[src/sv/pid_controller_clamped_defines.svh]
// Assertion macros shared by the PID controller RTL.
`ifndef PID_CONTROLLER_CLAMPED_DEFINES_SVH
`define PID_CONTROLLER_CLAMPED_DEFINES_SVH

// Same-cycle implication, clocked on clk_i and disabled during reset.
`define PCC_ASSERT_IMPL(lbl, ante, cons) \
  lbl: assert property (@(posedge clk_i) disable iff (!rst_ni) (ante) |-> (cons)) \
    else $error("pid_controller_clamped: assertion failed");

// Next-cycle implication, clocked on clk_i and disabled during reset.
`define PCC_ASSERT_NEXT(lbl, ante, cons) \
  lbl: assert property (@(posedge clk_i) disable iff (!rst_ni) (ante) |=> (cons)) \
    else $error("pid_controller_clamped: assertion failed");

`endif

[src/sv/pcc_pkg.sv]
// Types, widths and register codes shared by the PID controller files.
package pcc_pkg;

  localparam int unsigned SCALE_SHIFT = 8;

  localparam int unsigned DATA_W = 16;
  localparam int unsigned IDX_W  = 3;
  localparam int unsigned ERR_W  = DATA_W + 1;
  localparam int unsigned PROD_W = DATA_W + ERR_W;
  localparam int unsigned ACC_W  = 32;
  localparam int unsigned SUM_W  = PROD_W + 1;
  localparam int unsigned TOT_W  = SUM_W + 1;

  localparam logic [TOT_W-1:0] ROUND_MASK = TOT_W'((64'd1 << SCALE_SHIFT) - 64'd1);

  typedef logic signed [DATA_W-1:0] data_t;

  typedef enum logic [IDX_W-1:0] {
    REG_GAIN_P   = 3'd0,
    REG_GAIN_I   = 3'd1,
    REG_GAIN_D   = 3'd2,
    REG_SETPOINT = 3'd3,
    REG_MIN_OUT  = 3'd4,
    REG_MAX_OUT  = 3'd5
  } reg_idx_e;

  typedef struct packed {
    data_t gain_p;
    data_t gain_i;
    data_t gain_d;
    data_t setpoint;
    data_t min_out;
    data_t max_out;
  } cfg_t;

  localparam cfg_t CFG_RESET = '{
    gain_p:   16'sh0000,
    gain_i:   16'sh0000,
    gain_d:   16'sh0000,
    setpoint: 16'sh0000,
    min_out:  16'sh8000,
    max_out:  16'sh7fff
  };

endpackage

[src/sv/pcc_if.sv]
// Valid/ready channel interfaces for the PID controller ports.
interface pcc_meas_if import pcc_pkg::*; ();
  logic  valid;
  logic  ready;
  data_t measurement;

  modport source (output valid, output measurement, input ready);
  modport sink (input valid, input measurement, output ready);
endinterface

interface pcc_drive_if import pcc_pkg::*; ();
  logic  valid;
  logic  ready;
  data_t drive;

  modport source (output valid, output drive, input ready);
  modport sink (input valid, input drive, output ready);
endinterface

interface pcc_cfg_if import pcc_pkg::*; ();
  logic             valid;
  logic             ready;
  logic [IDX_W-1:0] index;
  data_t            data;

  modport source (output valid, output index, output data, input ready);
  modport sink (input valid, input index, input data, output ready);
endinterface

[src/sv/pcc_cfg_regs.sv]
// Configuration register file of the PID controller.
module pcc_cfg_regs import pcc_pkg::*; (
  input  logic   clk_i,
  input  logic   rst_ni,
  pcc_cfg_if.sink cfg_i,
  output cfg_t   cfg_o
);

  cfg_t cfg_q;

  // Writes never stall; unknown indexes are dropped.
  assign cfg_i.ready = 1'b1;
  assign cfg_o       = cfg_q;

  always_ff @(posedge clk_i or negedge rst_ni) begin
    if (!rst_ni) begin
      cfg_q <= CFG_RESET;
    end else if (cfg_i.valid) begin
      unique case (reg_idx_e'(cfg_i.index))
        REG_GAIN_P:   cfg_q.gain_p   <= cfg_i.data;
        REG_GAIN_I:   cfg_q.gain_i   <= cfg_i.data;
        REG_GAIN_D:   cfg_q.gain_d   <= cfg_i.data;
        REG_SETPOINT: cfg_q.setpoint <= cfg_i.data;
        REG_MIN_OUT:  cfg_q.min_out  <= cfg_i.data;
        REG_MAX_OUT:  cfg_q.max_out  <= cfg_i.data;
        default: begin
        end
      endcase
    end
  end

endmodule

[src/sv/pid_controller_clamped.sv]
// Top level of the clamped PID controller with derivative on measurement.
//
// Each measurement request produces exactly one drive request. The block forms
// error = setpoint - measurement, adds gain_i * error to a 32-bit integral that is
// clamped to the output limits scaled by 2^SCALE_SHIFT, and then computes
// gain_p * error + integral - gain_d * (measurement - previous measurement) at full
// width. That sum is divided by 2^SCALE_SHIFT rounding toward zero and clamped to
// [min_out, max_out]. When min_out is above max_out the lower limit wins for both
// the integral and the drive. The datapath is a four-stage pipeline (input
// register, product register, integral register, output register), which a
// measurement passes in that order, and one measurement can be accepted every
// cycle while the drive channel does not stall. The one-per-cycle figure is set
// by the integral add-and-clamp feedback loop in the third stage. Each stage
// holds its item while the stage after it is full, so bubbles are squeezed out
// and new measurements are still taken while a drive request waits, until every
// stage is full. Configuration registers are written through their own channel,
// which never stalls; they must only change while no measurement is in flight.
`include "pid_controller_clamped_defines.svh"

module pid_controller_clamped import pcc_pkg::*; (
  input  logic          clk_i,
  input  logic          rst_ni,
  pcc_cfg_if.sink       cfg_i,
  pcc_meas_if.sink      meas_i,
  pcc_drive_if.source   drive_o
);

  cfg_t cfg;

  pcc_cfg_regs u_cfg_regs (
    .clk_i  (clk_i),
    .rst_ni (rst_ni),
    .cfg_i  (cfg_i),
    .cfg_o  (cfg)
  );

  // Pipeline registers.
  logic                     s0_valid_q;
  data_t                    s0_meas_q;
  data_t                    prev_meas_q;
  logic                     s1_valid_q;
  logic signed [PROD_W-1:0] s1_prod_p_q;
  logic signed [PROD_W-1:0] s1_prod_i_q;
  logic signed [PROD_W-1:0] s1_prod_d_q;
  logic                     s2_valid_q;
  logic signed [SUM_W-1:0]  s2_pd_q;
  logic signed [ACC_W-1:0]  integral_q;
  logic                     out_valid_q;
  data_t                    out_drive_q;

  // Handshake: a stage is free when empty or when its item moves on this cycle.
  logic out_free, s2_free, s1_free, s0_free;
  logic s0_load, s1_load, s2_load, out_load;

  assign out_free = !out_valid_q || drive_o.ready;
  assign s2_free  = !s2_valid_q || out_free;
  assign s1_free  = !s1_valid_q || s2_free;
  assign s0_free  = !s0_valid_q || s1_free;

  assign s0_load  = meas_i.valid && s0_free;
  assign s1_load  = s0_valid_q && s1_free;
  assign s2_load  = s1_valid_q && s2_free;
  assign out_load = s2_valid_q && out_free;

  assign meas_i.ready  = s0_free;
  assign drive_o.valid = out_valid_q;
  assign drive_o.drive = out_drive_q;

  // Stage 1: error, measurement step and the three gain products.
  logic signed [ERR_W-1:0]  err;
  logic signed [ERR_W-1:0]  diff;
  logic signed [PROD_W-1:0] prod_p_d;
  logic signed [PROD_W-1:0] prod_i_d;
  logic signed [PROD_W-1:0] prod_d_d;

  always_comb begin
    err      = ERR_W'(cfg.setpoint) - ERR_W'(s0_meas_q);
    diff     = ERR_W'(s0_meas_q) - ERR_W'(prev_meas_q);
    prod_p_d = PROD_W'(cfg.gain_p) * PROD_W'(err);
    prod_i_d = PROD_W'(cfg.gain_i) * PROD_W'(err);
    prod_d_d = PROD_W'(cfg.gain_d) * PROD_W'(diff);
  end

  // Stage 2: integral update with clamp; the upper limit is applied first so the
  // lower limit wins when the limits are inverted.
  logic signed [SUM_W-1:0] acc_sum;
  logic signed [SUM_W-1:0] lim_lo;
  logic signed [SUM_W-1:0] lim_hi;
  logic signed [SUM_W-1:0] acc_hi;
  logic signed [SUM_W-1:0] acc_clamp;
  logic signed [ACC_W-1:0] integral_d;
  logic signed [SUM_W-1:0] pd_d;

  always_comb begin
    acc_sum    = SUM_W'(integral_q) + SUM_W'(s1_prod_i_q);
    lim_lo     = SUM_W'(cfg.min_out) <<< SCALE_SHIFT;
    lim_hi     = SUM_W'(cfg.max_out) <<< SCALE_SHIFT;
    acc_hi     = (acc_sum > lim_hi) ? lim_hi : acc_sum;
    acc_clamp  = (acc_hi < lim_lo) ? lim_lo : acc_hi;
    integral_d = ACC_W'(acc_clamp);
    pd_d       = SUM_W'(s1_prod_p_q) - SUM_W'(s1_prod_d_q);
  end

  // Stage 3: total, divide toward zero by biasing negative values, output clamp.
  logic signed [TOT_W-1:0] tot;
  logic signed [TOT_W-1:0] tot_adj;
  logic signed [TOT_W-1:0] quo;
  logic signed [TOT_W-1:0] quo_hi;
  logic signed [TOT_W-1:0] quo_clamp;
  data_t                   drive_d;

  always_comb begin
    tot       = TOT_W'(s2_pd_q) + TOT_W'(integral_q);
    tot_adj   = tot + (tot[TOT_W-1] ? $signed(ROUND_MASK) : TOT_W'(0));
    quo       = tot_adj >>> SCALE_SHIFT;
    quo_hi    = (quo > TOT_W'(cfg.max_out)) ? TOT_W'(cfg.max_out) : quo;
    quo_clamp = (quo_hi < TOT_W'(cfg.min_out)) ? TOT_W'(cfg.min_out) : quo_hi;
    drive_d   = DATA_W'(quo_clamp);
  end

  // Control and state registers.
  always_ff @(posedge clk_i or negedge rst_ni) begin
    if (!rst_ni) begin
      s0_valid_q  <= 1'b0;
      s1_valid_q  <= 1'b0;
      s2_valid_q  <= 1'b0;
      out_valid_q <= 1'b0;
      prev_meas_q <= '0;
      integral_q  <= '0;
    end else begin
      if (s0_free) begin
        s0_valid_q <= meas_i.valid;
      end
      if (s1_free) begin
        s1_valid_q <= s0_valid_q;
      end
      if (s2_free) begin
        s2_valid_q <= s1_valid_q;
      end
      if (out_free) begin
        out_valid_q <= s2_valid_q;
      end
      if (s1_load) begin
        prev_meas_q <= s0_meas_q;
      end
      if (s2_load) begin
        integral_q <= integral_d;
      end
    end
  end

  // Payload registers.
  always_ff @(posedge clk_i) begin
    if (s0_load) begin
      s0_meas_q <= meas_i.measurement;
    end
    if (s1_load) begin
      s1_prod_p_q <= prod_p_d;
      s1_prod_i_q <= prod_i_d;
      s1_prod_d_q <= prod_d_d;
    end
    if (s2_load) begin
      s2_pd_q <= pd_d;
    end
    if (out_load) begin
      out_drive_q <= drive_d;
    end
  end

  // Range checks; the user must hold the limits still while an item is in flight, as the block does not enforce it.
  logic lim_ordered;
  logic integ_ok;
  logic drive_ok;

  assign lim_ordered = (cfg.min_out <= cfg.max_out);
  assign integ_ok    = (SUM_W'(integral_q) >= lim_lo) && (SUM_W'(integral_q) <= lim_hi);
  assign drive_ok    = (out_drive_q >= cfg.min_out) && (out_drive_q <= cfg.max_out);

  // With ordered limits the stored integral stays inside the scaled limits.
  `PCC_ASSERT_NEXT(a_integral_in_limits, s2_load && lim_ordered, integ_ok)

  // With ordered limits a freshly loaded drive value lies inside them.
  `PCC_ASSERT_NEXT(a_drive_in_limits, out_load && lim_ordered, drive_ok)

  // A drive request only appears after an item sat in the integral stage.
  `PCC_ASSERT_IMPL(a_out_from_s2, $rose(out_valid_q), $past(s2_valid_q))

endmodule
[src/flat_wrapper.sv]
// flat-port wrapper written by rule: the top's interface ports become plain ports
module pid_controller_clamped_flat import pcc_pkg::*;
  (clk_i, rst_ni, cfg_i_valid, cfg_i_index, cfg_i_data, cfg_i_ready, meas_i_valid, meas_i_measurement, meas_i_ready, drive_o_valid, drive_o_drive, drive_o_ready);
  pcc_cfg_if cfg_i_i ();
  pcc_meas_if meas_i_i ();
  pcc_drive_if drive_o_i ();
  input  logic clk_i;
  input  logic rst_ni;
  input wire logic [$bits(cfg_i_i.valid)-1:0] cfg_i_valid;
  input wire logic [$bits(cfg_i_i.index)-1:0] cfg_i_index;
  input wire logic [$bits(cfg_i_i.data)-1:0] cfg_i_data;
  output wire logic [$bits(cfg_i_i.ready)-1:0] cfg_i_ready;
  input wire logic [$bits(meas_i_i.valid)-1:0] meas_i_valid;
  input wire logic [$bits(meas_i_i.measurement)-1:0] meas_i_measurement;
  output wire logic [$bits(meas_i_i.ready)-1:0] meas_i_ready;
  output wire logic [$bits(drive_o_i.valid)-1:0] drive_o_valid;
  output wire logic [$bits(drive_o_i.drive)-1:0] drive_o_drive;
  input wire logic [$bits(drive_o_i.ready)-1:0] drive_o_ready;
  assign cfg_i_i.valid = cfg_i_valid;
  assign cfg_i_i.index = cfg_i_index;
  assign cfg_i_i.data = cfg_i_data;
  assign cfg_i_ready = cfg_i_i.ready;
  assign meas_i_i.valid = meas_i_valid;
  assign meas_i_i.measurement = meas_i_measurement;
  assign meas_i_ready = meas_i_i.ready;
  assign drive_o_valid = drive_o_i.valid;
  assign drive_o_drive = drive_o_i.drive;
  assign drive_o_i.ready = drive_o_ready;
  pid_controller_clamped u_core (.clk_i(clk_i), .rst_ni(rst_ni), .cfg_i(cfg_i_i), .meas_i(meas_i_i), .drive_o(drive_o_i));
endmodule
[config.mk]
export PLATFORM = sky130hd
export DESIGN_NAME = pid_controller_clamped_flat
export DESIGN_NICKNAME = d
export VERILOG_FILES = /design/src/sv/pcc_pkg.sv /design/src/sv/pcc_if.sv /design/src/sv/pcc_cfg_regs.sv /design/src/sv/pid_controller_clamped.sv /design/src/flat_wrapper.sv
export VERILOG_INCLUDE_DIRS = /design/src /design/src/sv
export SDC_FILE = /design/constraint.sdc
export NUM_CORES = 2
export LEC_CHECK = 0
export BUFFER_PORTS_ARGS = -buffer_cell sky130_fd_sc_hd__buf_2
export CAP_MARGIN = 10
export CORE_UTILIZATION = 66
export CTS_CLUSTER_SIZE = 16
export DETAILED_ROUTE_END_ITERATION = 10
export PLACE_DENSITY = 0.88
export RECOVER_POWER = 25
export REMOVE_ABC_BUFFERS = 1
export SYNTH_ARGS = -nofsm -noshare
export SYNTH_HDL_FRONTEND = slang
export SYNTH_SLANG_ARGS = --single-unit
[constraint.sdc]
create_clock -name clk_i -period 9.8 [get_ports clk_i]
set_input_delay 0.98 -clock clk_i [delete_from_list [all_inputs] [get_ports clk_i]]
set_output_delay 0.98 -clock clk_i [all_outputs]
set_load 0.02 [all_outputs]
[Word level (Yosys, flattened, before mapping)]
Cells that the tools add are included.
Word-level totals
  bits in registers: 313
  bits of input ports: 40
  output and inout port bits: 19
  word-level logic and storage cells: 60
Operators by class
  $add $sub $neg: 6
  multiply operators: 3
  $lt $le $gt $ge: 4
  equal/unequal tests: 5
  multiplexer cells: 5
  reductions and logical operators: 19
Operator list (number)
  multiplier 16 x 17 -> 33 bit: 3
  adder 34 x 32 -> 35 bit: 1
  adder 35 x 9 -> 35 bit: 1
  < comparator 35 x 16 -> 1 bit: 1
  two-way mux 35 bit: 1
  adder 32 x 33 -> 34 bit: 1
  > comparator 34 x 24 -> 1 bit: 1
  < comparator 34 x 24 -> 1 bit: 1
  two-way mux 34 bit: 1
  subtractor 16 x 16 -> 17 bit: 2
  subtractor 33 x 33 -> 34 bit: 1
  two-way mux 32 bit: 1
  > comparator 27 x 16 -> 1 bit: 1
  two-way mux 16 bit: 1
  AND reduction 2 bit: 6
  two-way mux 8 bit: 1
  == test 3 x 2 -> 1 bit (second input constant): 2
  == test 3 bit (second input constant): 2
  logical AND 1 bit: 4
  logical NOT 1 bit: 4
  logical OR 1 bit: 4
  == test 3 x 1 -> 1 bit (second input constant): 1
  logical NOT 3 bit: 1

[Logic depth before layout (Yosys ltp)]
  depth in word-level cells: 7
  depth in mapped cells: 44
  depth with buffers taken out: 42

[By module]
A second synthesis with hierarchy kept.
Unflattened totals
  cells, all modules: 5398
  area total of the unflattened synthesis: 51916.0 µm²
By module, submodules not included
  pid_controller_clamped: times used 1, cells an instance 5188, area each 48206.2 µm², seq. area each 6256.0 µm²
  pcc_cfg_regs: times used 1, cells an instance 210, area each 3709.8 µm², seq. area each 2422.3 µm²

[Worst setup path before layout]
OpenSTA, ideal clock, no wires.
  path type: reg2reg
  start: register u_core.u_cfg_regs.cfg_q, in the netlist u_core.u_cfg_regs.cfg_o[32]
  end: register u_core.s1_prod_p_q[32], data pin
  library setup time: 260 ps
  arrival: 8786 ps
  slack: 754 ps
  cell stages (with the launch flop): 38
  period minus slack after synthesis: 9046 ps
  cells stage by stage: dfrtp_1 -> inv_1 -> ha_1 -> inv_1 -> fa_1 -> a21o_1 -> a21oi_1 -> o21bai_1 -> a21oi_1 -> nor2b_1 -> o2111ai_1 -> nand3_1 -> o41ai_2 -> o221ai_1 -> a211oi_1 -> clkbuf_1 -> nand2_1 -> fa_1 -> (+2 left out) -> inv_1 -> fa_1 -> fa_1 -> fa_1 -> inv_1 -> fa_1 -> ha_1 -> a21o_1 -> a21oi_1 -> nor3b_1 -> a21bo_2 -> a31oi_1 -> o21ai_0 -> a41o_1 -> a2111oi_0 -> o21bai_1 -> a21oi_1 -> xnor2_1
Between the ends
  word-level cells in the longest chain between the ends: 2
RTL lines
  start, declared: line pcc_cfg_regs.sv:9  | cfg_t cfg_q;
  subtractor 16 x 16 -> 17 bit: line pid_controller_clamped.sv:77  | err = ERR_W'(cfg.setpoint) - ERR_W'(s0_meas_q);
  multiplier 16 x 17 -> 33 bit: line pid_controller_clamped.sv:79  | prod_p_d = PROD_W'(cfg.gain_p) * PROD_W'(err);
  named net u_core.prod_p_d[32]: line pid_controller_clamped.sv:72  | logic signed [PROD_W-1:0] prod_p_d;
  end signal, assigned: line pid_controller_clamped.sv:158  | s1_prod_p_q <= prod_p_d;
  end, declared: line pid_controller_clamped.sv:42  | logic signed [PROD_W-1:0] s1_prod_p_q;
The timed path passes the listed nets, and every way through them passes these cells.
A chain may end at the register's enable or synchronous reset.

[Final worst setup path]
  start: register u_core.s0_meas_q[1]
  end: register u_core.s1_prod_i_q[32], data pin
Between the ends
  word-level cells in the longest chain between the ends: 2
RTL lines
  start, declared: line pid_controller_clamped.sv:39  | data_t s0_meas_q;
  start signal, assigned: line pid_controller_clamped.sv:155  | s0_meas_q <= meas_i.measurement;
  subtractor 16 x 16 -> 17 bit: line pid_controller_clamped.sv:77
  multiplier 16 x 17 -> 33 bit: line pid_controller_clamped.sv:80  | prod_i_d = PROD_W'(cfg.gain_i) * PROD_W'(err);
  named net u_core.prod_i_d[32]: line pid_controller_clamped.sv:73  | logic signed [PROD_W-1:0] prod_i_d;
  end signal, assigned: line pid_controller_clamped.sv:159  | s1_prod_i_q <= prod_i_d;
  end, declared: line pid_controller_clamped.sv:43  | logic signed [PROD_W-1:0] s1_prod_i_q;
The timed path passes the listed nets, and every way through them passes these cells.

==> impl_metrics.ini <==
[drt]
drc = 0
num_vias = 39800
routed_via_density = 6.16
drt_iter0_drc = 3437
ant_nets = 0
wl_mm = 139
avgRoutedWirePerCell_um = 21.5
first_pass_iters = 6

[cts]
clock-sinks = 313
root_buffer = clkbuf_16
clkLatencyLatePin_ps = 620
cts.clk_slew.worst_paths_ps = 60
clockBufferDepth = 3
htree_levels = 2
tritoncts = done
cts_buffers = 41

[placement]
gp_congestion = 1.03
port_buffers = 57
dp.final_hpwl_mm = 110

[synth]
synth-compound-area-share = 0.0903
synthArstFlopShare = 0.473
yosys.cell_types.count = 100
synth_edf_count = 165
synth-seq-cells = 313
synthXorXnorAreaFrac = 0.0417
netlist_instances = 5397
synth_ff_type = edfxtp_1
synth_adder_area_share = 0.442
synth_top_family_by_area = adder cells
synth_top_area_cell = fa_1
synthSimpleGateAreaFrac = 0.140
yosysTopAreaCellShare = 0.322
synthMuxAreaShare = 0.0321
yosys_warnings = 0
syn_area_sq_um = 51800
avgSynthCellArea_sq_um = 9.59
yosysMostFrequentCell = inv_1
synthTopCellsByArea = fa_1 (32%), ha_1 (12%), edfxtp_1 (9.6%)
synth_commonest_cells = inv_1 (982), fa_1 (834), nand2_1 (645)
ys_seq_area_frac = 0.168

[timing]
min_period_ps = 9650
worst_pin_slew_ps = 5050
slew_viol_final = 118
clock_skew_ps = 36.0
hold_viol_final = 0
setup_viol = 0
finalCritPeriodShare = 0.985
fmax_mhz = 104
relSlewSlack = -2.37

[critical_path]
worstPathArrival_ps = 9980
path_buf_inv = 6
cp_slowest_cell = fa_1
cp-startpoint = u_core.s0_meas_q[1]$_DFFE_PP_
critPathLaunchType = flip-flop
crit_family = compound AO/OA/AOI/OAI gates
r2r_start = u_core.s0_meas_q[1]$_DFFE_PP_
path_max_fanout = 5
worstPathRequired_ps = 10120
ff2ff_setup_slack_ps = 150
crit_type = flip-flop to flip-flop
slowest_delay_ps = 570
cp-end-kind = flip-flop

[min_path]
hp-start = u_core.prev_meas_q[10]$_DFFE_PN0P_
hold_class = flip-flop to flip-flop

[floorplanning]
io_pins = 59
die_x_um = 282
row_count = 102
die_y_um = 282
dieArea_sq_um = 79600
initial_core_util = 0.667
coreArea_sq_um = 77600

[global_route]
gr-usage-all-layers = 0.362
grt_pass1_wl_mm = 222
grt-ovfl-total = 0
grt_max_degree = 86
grt_antenna_before_repair = 7
first_global_vias = 43300

[cells_and_area]
area_delta_synth_final_pct = 6.25
final_util = 0.709
fill_cells = 5286
drive_gt1_frac = 0.0828
nets = 6755

[run_status]
status = finished, violations left
violations = max-capacitance violations, max-slew violations

[job]
drv_cap = 2
## cell type report
type	count	area [sq um]	share of cell area
inverters	983	3700	0.0673
multi-input cells	3899	39000	0.708
clock inverters	20	240	0.00437
clock buffers	56	1120	0.0204
flip-flops and latches	313	8680	0.158
repair buffers	149	1000	0.0182
diodes	2	5.00	0.0000910
well taps	1040	1300	0.0237
## cell usage in the layout, fill, tap and decap left out, types with 129 or more instances in the layout
cell	count
nand2_1	644
xnor2_1	171
edfxtp_1	165
a21oi_1	181
nor2_1	129
fa_1	831
o21ai_0	151
inv_1	978
dfrtp_1	132
ha_1	491
and2_1	279
## through the flow
stage | setup slack [ps] | TNS, ps | hold slack, ps | instances | cell area (sq um)
2_1_floorplan | -439 | -1310 | 450 | 5195 | 51000
3_3_place_gp | 140 | 0 | 463 | 6372 | 53400
3_5_place_dp | -179 | -179 | 470 | 6372 | 53400
4_1_cts | 58.3 | 0 | 483 | 6454 | 54800
5_1_grt | -210 | -380 | 507 | 6461 | 55000
6_report | 149 | 0 | 485 | 6462 | 55000
## what timing repair did
item,4_1_cts,5_1_grt
resized for setup,2,41
pin swaps,2,8
buffers inserted,6,7
hold buffers,0,0
setup endpoints to repair,3,31
## flip-flops by register name (all words and copies together) (netlist names)
signal	flops
u_core.s2_valid_q	1
u_core.s1_prod_d_q	33
u_core.s1_prod_i_q	33
u_core.s0_valid_q	1
u_core.s1_prod_p_q	33
u_core.prev_meas_q	16
u_core.integral_q	32
u_core.u_cfg_regs.cfg_o	96
u_core.s1_valid_q	1
u_core.drive_o.drive	16
u_core.drive_o.valid	1
u_core.s2_pd_q	34
u_core.s0_meas_q	16
## cells by family after synthesis
logic type | count (synthesis)
buffers and inverters | 1185
adder cells (fa/ha/maj) | 1328
AND/OR/NAND/NOR | 1468
AO/OA/AOI/OAI | 710
other | 1
XOR/XNOR | 245
flip-flops | 313
multiplexers | 147
## worst reg2reg max path: cells and delay by family (launching register included)
| kind | cells | cell delay (ps) |
|---|---|---|
| adders and majority gates | 8 | 3550 |
| buffers and inverters | 6 | 440 |
| xor gates and xnor gates | 1 | 100 |
| AOI/OAI and AO/OA | 15 | 3770 |
| DFF | 1 | 450 |
| and+or+nand+nor | 5 | 1100 |
## worst paths after layout
| kind | depth (start not counted) | to |
|---|---|---|
| max in group asynchronous | 2 | u_core.u_cfg_regs.cfg_o[62]$_DFFE_PN0P_ |
| min in group asynchronous | 1 | u_core.u_cfg_regs.cfg_o[17]$_DFFE_PN0P_ |
| hold / removal | 2 | u_core.prev_meas_q[10]$_DFFE_PN0P_ |
| hold reg to reg | 2 | u_core.prev_meas_q[10]$_DFFE_PN0P_ |
| setup reg to reg | 35 | u_core.s1_prod_i_q[32]$_DFFE_PP_ |
| setup / recovery | 35 | u_core.s1_prod_i_q[32]$_DFFE_PP_ |
## metal layers
| layer | vias up | wire (um) | GRT usage |
|---|---|---|---|
| met2 | 2240 | 66800 | 0.617 |
| met5 | - | 23 | 0.00122 |
| li1 | 17200 | - | - |
| met1 | 19600 | 49100 | 0.416 |
| met3 | 732 | 12700 | 0.0743 |
| met4 | 4 | 10100 | 0.229 |
Power is not shown: default switching activity piles up to over one toggle a cycle in this logic, so the estimate is an artifact.
